<file path="src/hdl/pvd_pkg.sv">
`timescale 1ns / 1ps

package pvd_pkg;

    // One byte of the encoded stream as it arrives on the input channel.
    typedef struct packed {
        logic [7:0] data_byte;
        logic       buffer_end;
    } t_pvd_in;

    // One decoded result as it leaves on the output channel.
    typedef struct packed {
        logic [63:0] value;
        logic [3:0]  code_length;
        logic [1:0]  status;
    } t_pvd_out;

    // A finished or truncated code handed from the framing stage to the finishing stage.
    // The payload still lacks the length offset.
    typedef struct packed {
        logic        truncated;
        logic [63:0] payload;
        logic [3:0]  length;
    } t_pvd_code;

    localparam logic [1:0] STATUS_OK       = 2'd0;
    localparam logic [1:0] STATUS_TRUNC    = 2'd1;
    localparam logic [1:0] STATUS_OVERFLOW = 2'd2;

    localparam logic [3:0] LEN_ONE = 4'd1;
    localparam logic [3:0] LEN_MAX = 4'd9;

    // Code length from the first byte: one more than its leading ones.
    function automatic logic [3:0] code_len_of(input logic [7:0] b);
        logic [3:0] n;
        logic       run;
        begin
            n   = LEN_ONE;
            run = 1'b1;
            for (int k = 7; k >= 0; k--) begin
                if (run && b[k]) begin
                    n = n + 4'd1;
                end else begin
                    run = 1'b0;
                end
            end
            return n;
        end
    endfunction

    // Payload bits that the first byte carries below its length prefix.
    function automatic logic [7:0] first_mask(input logic [3:0] n);
        logic [7:0] m;
        begin
            case (n)
                4'd0:    m = 8'h7F;
                4'd1:    m = 8'h7F;
                4'd2:    m = 8'h3F;
                4'd3:    m = 8'h1F;
                4'd4:    m = 8'h0F;
                4'd5:    m = 8'h07;
                4'd6:    m = 8'h03;
                4'd7:    m = 8'h01;
                default: m = 8'h00;
            endcase
            return m;
        end
    endfunction

    // Offset added per length so that every value has exactly one encoding.
    function automatic logic [63:0] len_offset(input logic [3:0] n);
        logic [63:0] off;
        begin
            case (n)
                4'd2:    off = 64'h0000_0000_0000_0080;
                4'd3:    off = 64'h0000_0000_0000_4080;
                4'd4:    off = 64'h0000_0000_0020_4080;
                4'd5:    off = 64'h0000_0000_1020_4080;
                4'd6:    off = 64'h0000_0008_1020_4080;
                4'd7:    off = 64'h0000_0408_1020_4080;
                4'd8:    off = 64'h0002_0408_1020_4080;
                4'd9:    off = 64'h0102_0408_1020_4080;
                default: off = 64'h0;
            endcase
            return off;
        end
    endfunction

endpackage

</file>
<file path="src/hdl/pvd_frame.sv">
`timescale 1ns / 1ps

module pvd_frame (
    input  logic                i_clk,
    input  logic                i_rst_n,
    input  logic                i_valid,
    input  pvd_pkg::t_pvd_in    i_item,
    output logic                o_stall,
    input  logic                i_drain,
    output logic                o_code_valid,
    output pvd_pkg::t_pvd_code  o_code
);
    import pvd_pkg::*;

    logic [3:0]  r_rem;
    logic [3:0]  n_rem;
    logic [63:0] r_acc;
    logic [63:0] n_acc;
    logic [3:0]  r_len;
    logic [3:0]  n_len;
    logic        r_code_valid;
    logic        n_code_valid;
    t_pvd_code   r_code;

    logic        accept;
    logic        emit;
    t_pvd_code   code;
    logic [3:0]  first_len;
    logic [3:0]  rem_dec;
    logic [63:0] acc_shift;

    assign o_stall   = r_code_valid && !i_drain;
    assign accept    = i_valid && !o_stall;
    assign first_len = code_len_of(i_item.data_byte);
    assign rem_dec   = r_rem - 4'd1;
    assign acc_shift = {r_acc[55:0], i_item.data_byte};

    always_comb begin
        n_rem = r_rem;
        n_acc = r_acc;
        n_len = r_len;
        emit  = 1'b0;
        code  = '0;
        if (accept) begin
            if (r_rem == 4'd0 || r_rem > 4'd8) begin
                if (first_len == LEN_ONE) begin
                    emit         = 1'b1;
                    code.payload = {56'd0, i_item.data_byte};
                    code.length  = LEN_ONE;
                end else if (i_item.buffer_end) begin
                    emit           = 1'b1;
                    code.truncated = 1'b1;
                    code.length    = LEN_ONE;
                    n_rem          = 4'd0;
                    n_acc          = '0;
                    n_len          = 4'd0;
                end else begin
                    n_acc = {56'd0, i_item.data_byte & first_mask(first_len)};
                    n_len = first_len;
                    n_rem = first_len - 4'd1;
                end
            end else begin
                if (rem_dec == 4'd0) begin
                    // The byte that completes the code.
                    emit         = 1'b1;
                    code.payload = acc_shift;
                    code.length  = (r_len > LEN_MAX) ? LEN_MAX : r_len;
                    n_rem        = 4'd0;
                    n_acc        = '0;
                    n_len        = 4'd0;
                end else if (i_item.buffer_end) begin
                    emit           = 1'b1;
                    code.truncated = 1'b1;
                    code.length    = r_len - rem_dec;
                    n_rem          = 4'd0;
                    n_acc          = '0;
                    n_len          = 4'd0;
                end else begin
                    n_acc = acc_shift;
                    n_rem = rem_dec;
                end
            end
        end
    end

    assign n_code_valid = emit || (r_code_valid && !i_drain);

    always_ff @(posedge i_clk) begin
        if (!i_rst_n) begin
            r_rem        <= 4'd0;
            r_acc        <= '0;
            r_len        <= 4'd0;
            r_code_valid <= 1'b0;
        end else begin
            r_rem        <= n_rem;
            r_acc        <= n_acc;
            r_len        <= n_len;
            r_code_valid <= n_code_valid;
        end
    end

    always_ff @(posedge i_clk) begin
        if (emit) begin
            r_code <= code;
        end
    end

    assign o_code_valid = r_code_valid;
    assign o_code       = r_code;

endmodule

</file>
<file path="src/hdl/pvd_finish.sv">
`timescale 1ns / 1ps

module pvd_finish (
    input  logic                i_clk,
    input  logic                i_rst_n,
    input  logic                i_check_overflow,
    input  logic                i_code_valid,
    input  pvd_pkg::t_pvd_code  i_code,
    output logic                o_ready,
    output logic                o_valid,
    output pvd_pkg::t_pvd_out   o_result,
    input  logic                i_stall
);
    import pvd_pkg::*;

    logic        r_valid;
    logic        n_valid;
    t_pvd_out    r_result;
    t_pvd_out    result;
    logic        load;
    logic [64:0] sum;

    assign o_ready = !r_valid || !i_stall;
    assign load    = i_code_valid && o_ready;
    assign sum     = {1'b0, i_code.payload} + {1'b0, len_offset(i_code.length)};

    always_comb begin
        result.code_length = i_code.length;
        if (i_code.truncated) begin
            result.value  = '0;
            result.status = STATUS_TRUNC;
        end else if (i_code.length == LEN_MAX && sum[64] && i_check_overflow) begin
            result.value  = '0;
            result.status = STATUS_OVERFLOW;
        end else begin
            result.value  = sum[63:0];
            result.status = STATUS_OK;
        end
    end

    assign n_valid = load || (r_valid && i_stall);

    always_ff @(posedge i_clk) begin
        if (!i_rst_n) begin
            r_valid <= 1'b0;
        end else begin
            r_valid <= n_valid;
        end
    end

    always_ff @(posedge i_clk) begin
        if (load) begin
            r_result <= result;
        end
    end

    assign o_valid  = r_valid;
    assign o_result = r_result;

endmodule

</file>
<file path="src/hdl/prefix_varint_decoder.sv">
`timescale 1ns / 1ps

// Prefix varint decoder for 64-bit naturals. Bytes of the encoded stream
// arrive one per transfer on the input channel; the count of leading ones in
// a code's first byte sets its length from 1 to 9 bytes, the payload bits are
// read big-endian, and a per-length offset is added so each value has one
// encoding. One result transfer leaves for each completed code, and one for a
// code that a byte marked buffer_end cuts short (value 0, status truncated,
// code_length the bytes taken so far). With check_overflow set, a 9-byte code
// whose sum wraps past 2^64 gives value 0 and status overflow; cleared, it
// gives the wrapped sum. The block takes one byte every cycle unless the
// input is stalled. The byte that ends a code is framed into the code
// register at its own transfer edge; the finishing stage then adds the
// length offset, checks for overflow and registers the result that is
// presented on the output. Both stages are registered, so a stalled output
// does not stop the input until a second finished code is waiting behind
// it. The configuration register may only be written while the block is
// idle; its write port is always ready.

module prefix_varint_decoder (
    input  logic               i_clk,
    input  logic               i_rst_n,
    // Input byte channel.
    input  logic               i_in_valid,
    input  pvd_pkg::t_pvd_in   i_in_data,
    output logic               o_in_stall,
    // Result channel.
    output logic               o_out_valid,
    output pvd_pkg::t_pvd_out  o_out_data,
    input  logic               i_out_stall,
    // Configuration write channel: bit 0 is check_overflow.
    input  logic               i_cfg_valid,
    input  logic               i_cfg_data,
    output logic               o_cfg_ready
);
    import pvd_pkg::*;

    logic      r_check_overflow;
    logic      code_valid;
    t_pvd_code code;
    logic      finish_ready;

    // The configuration register reset value enables overflow checking.
    assign o_cfg_ready = 1'b1;

    always_ff @(posedge i_clk) begin
        if (!i_rst_n) begin
            r_check_overflow <= 1'b1;
        end else if (i_cfg_valid && o_cfg_ready) begin
            r_check_overflow <= i_cfg_data;
        end
    end

    // Framing stage: tracks the code in progress and registers each finished
    // or truncated code.
    pvd_frame u_frame (
        .i_clk        (i_clk),
        .i_rst_n      (i_rst_n),
        .i_valid      (i_in_valid),
        .i_item       (i_in_data),
        .o_stall      (o_in_stall),
        .i_drain      (finish_ready),
        .o_code_valid (code_valid),
        .o_code       (code)
    );

    // Finishing stage: adds the length offset, checks for wrap, and holds the
    // result until the output transfer completes.
    pvd_finish u_finish (
        .i_clk            (i_clk),
        .i_rst_n          (i_rst_n),
        .i_check_overflow (r_check_overflow),
        .i_code_valid     (code_valid),
        .i_code           (code),
        .o_ready          (finish_ready),
        .o_valid          (o_out_valid),
        .o_result         (o_out_data),
        .i_stall          (i_out_stall)
    );

endmodule
</file>
<file path="config.mk">
export PLATFORM = sky130hd
export DESIGN_NAME = prefix_varint_decoder
export DESIGN_NICKNAME = d
export VERILOG_FILES = /design/src/hdl/pvd_pkg.sv /design/src/hdl/pvd_frame.sv /design/src/hdl/pvd_finish.sv /design/src/hdl/prefix_varint_decoder.sv
export SDC_FILE = /design/constraint.sdc
export NUM_CORES = 1
export LEC_CHECK = 0
export BUFFER_PORTS_ARGS = -buffer_cell sky130_fd_sc_hd__buf_4
export CORE_MARGIN = 2
export CORE_UTILIZATION = 35
export DETAILED_ROUTE_END_ITERATION = 12
export GPL_TIMING_DRIVEN = 0
export PLACE_DENSITY_LB_ADDON = 0.05
export SLEW_MARGIN = 25
export SYNTH_ARGS = -nofsm -noshare
export SYNTH_HDL_FRONTEND = slang
export SYNTH_SLANG_ARGS = --single-unit
</file>
<file path="constraint.sdc">
create_clock -name i_clk -period 9.65 [get_ports i_clk]
set_input_delay 1.4475 -clock i_clk [delete_from_list [all_inputs] [get_ports i_clk]]
set_output_delay 1.4475 -clock i_clk [all_outputs]
set_load 0.01 [all_outputs]
</file>
==> results.ini <==
[status]
status = finished, final reports clean

[yosys]
yosysMostFrequentCell = nor2_1
yosysWarnings = 0
synthTopCellsByCount = nor2_1, edfxtp_1, dfxtp_1
synthFlopType = edfxtp_1
synth_top_area_cell = edfxtp_1
syn_area_um2 = 9640
synthDistinctLibCells = 67
syn_avg_cell_area_um2 = 11.0
async_flop_share = 0
syn_inst = 874
yosys_register_bits = 214
synth_fp_nets = 909
synth_top_area_frac = 0.433
synth_seq_area_share = 0.589
synth_edf_count = 139
synthTopCellsByArea = edfxtp_1, dfxtp_1, nor2_1

[die]
initial_utilization = 0.357
top_level_ports = 88
die_area_um2 = 28900
die_y_um = 170
core_um2 = 27000
die_w_um = 170
rows = 60

[cells_and_area]
final_design_area_no_fill_um2 = 11600
drive_gt1_frac = 0.156
final_nets = 1026
antennaDiodeCount = 0
utilization = 0.431
areaGrowthSynthToFinish_pct = 20.8
final_cells = 1351

[pwr]
power_density_nw_per_um2 = 194
p_total_uw = 2260
ir_drop_uv = 123
power.leakage_uw = 0.00447

[grt]
grt_max_degree = 48
gr-total-overflow = 0
grt_util_met2 = 0.269
gr-usage-met3 = 0.0237
grt_use_total = 0.162
top_usage_layer = met2
antenna_found_initial = 0
use_met1 = 0.223
grt_pass1_wl_mm = 37.1
first_global_vias = 6792

[drt]
routed_wl_mm = 23.1
num_vias = 6806
first_iter_violations = 385
wl_per_cell_um = 17.1
via_per_inst = 5.04
ant_nets = 0
drc = 0
dr.pass1.iters = 5

[place]
placed_area_um2 = 10800
dpl.hpwl_mm = 17.1
port_buffers = 86
dp_cells = 1305
place.gp.congestion = 0.807

[timing]
slew_headroom = 0.226
rsz0062_at_grt = false
hold_viol_final = 0
drv_slew = 0
fin_crit_ns = 5.04
setup_viol = 0
worst_slew_pin_slew_ns = 1.13
finalCritPeriodShare = 0.522
fin_skew_ns = 0.0217
fin_hold_ws_ns = 0.461
max_freq_mhz = 198

[worst_setup_path]
rrSetupSlack_ns = 6.36
r2r-start = u_frame.r_rem[0]
critical_path_class = primary input to register
critPathArrivalTime_ns = 5.39
cp_max_fo = 8
rr_worst_depth = 11
end_kind = register
cp.required_ns = 10.01
startpoint_type = primary input

[clocking]
cts_hold_buffers = 0
ctsRootBufferMaster = clkbuf_16
clk-insertion-delay-late_ns = 0.53
h-tree-depth = 1
clock_sinks = 214
post-cts-setup-buffers = 0
cts_buffer_depth = 3
cts_resized = 0
path_clk_slew_ns = 0.06
numCtsBuffers = 25
cts_tree = built

[worst_hold_path]
min_from = u_frame.r_acc[5]
whs_endpoint = u_frame.r_acc[5]
min_path_cells = 2
hold_class = register to register

[run]
cap_violations = 0

## how the worst max path moves through the flow
stage	from	to	slack [ns]	cells past startpoint
finish	i_in_data[8]	register	4.61	15
global route	i_in_data[8]	register	4.37	15
CTS	i_in_data[8]	register	4.70	15
detailed placement	i_in_data[8]	register	4.16	15
global placement	i_out_stall	u_finish.o_result[32]	-0.47	2
floorplan	i_out_stall	u_finish.o_result[0]	2.53	1
## cell usage in the layout (no fill, tap or decap), types with 4 or more instances in the layout
cell type,Yosys,layout
o31ai_1,5,5
a21boi_0,5,4
inv_1,28,27
a21oi_1,22,22
mux2i_1,5,5
nor3_1,6,6
nor2_1,144,144
o21ai_0,21,21
nand2_1,38,38
xor2_1,25,25
clkinv_1,0,4
xnor2_1,33,33
nor3b_1,4,4
and4_1,8,8
nor2b_1,9,9
and3_1,71,71
buf_4,2,88
edfxtp_1,139,139
ha_1,19,19
clkbuf_16,0,25
clkinv_2,0,6
a22oi_1,52,52
buf_2,12,12
and2_1,17,17
nand3_1,25,25
buf_16,0,4
a31oi_1,8,8
nand4_1,13,13
dfxtp_1,75,75
clkbuf_1,29,34
## metrics by stage
step,setup TNS (ns),setup WS (ns)
3_5_place_dp,0,4.16
5_1_grt,0,4.37
2_1_floorplan,0,2.53
4_1_cts,0,4.70
6_report,0,4.61
3_3_place_gp,-32.02,-0.468
## critical path, stage by stage
cell and delay [ns]:
buf_4 0.12, nand3_1 0.17, nor2_1 0.50, inv_1 0.16
and2_1 0.18, ha_1 0.26, a31oi_1 0.41, ha_1 0.22
and2_1 0.21, a221oi_1 0.17, nand2b_1 0.31, a32o_1 0.31
or2_1 0.21, buf_4 0.15, o31ai_1 0.55
## per-layer routing
metal | wire (µm) | up-vias
met3 | 887 | 25
met1 | 11000 | 3251
met5 | 0 | -
met4 | 353 | 0
met2 | 10900 | 117
li1 | - | 3413
## state kept, by name (all words and copies together), names as in the netlist, named ones only
name,cells
u_frame.o_code_valid,1
u_finish.o_valid,1
u_frame.r_acc,56
u_frame.r_len,4
u_frame.o_code,69
u_frame.r_rem,4
r_check_overflow,1
u_finish.o_result,70
## logic make-up after synthesis
kind of cell / count (synthesis) / synth area share
and+or+nand+nor: 353 / 0.184
AOI/OAI and AO/OA: 147 / 0.106
adders and majority gates: 20 / 0.0267
xor gates and xnor gates: 59 / 0.0555
DFF: 214 / 0.589
muxes: 6 / 0.00636
other: 1 / 0.000389
buffers and inverters: 74 / 0.0319
## where the power goes
group / total (µW) / internal, µW / switching (µW) / leakage, µW
combinational: 273 / 101 / 172 / 0.00212
clock: 932 / 563 / 369 / 0.000398
sequential: 1060 / 1030 / 26.1 / 0.00194
## cell type report
class / instances / area, µm²
Clock inverter: 15 / 151
Inverter: 28 / 108
Timing Repair Buffer: 90 / 756
Tap cell: 341 / 427
Buffer: 46 / 203
Clock buffer: 31 / 658
Multi-Input combinational cell: 586 / 3670
Sequential cell: 214 / 5680
Fill cell: 2699 / 15400
Note: power is estimated with default switching activity, not from simulation.
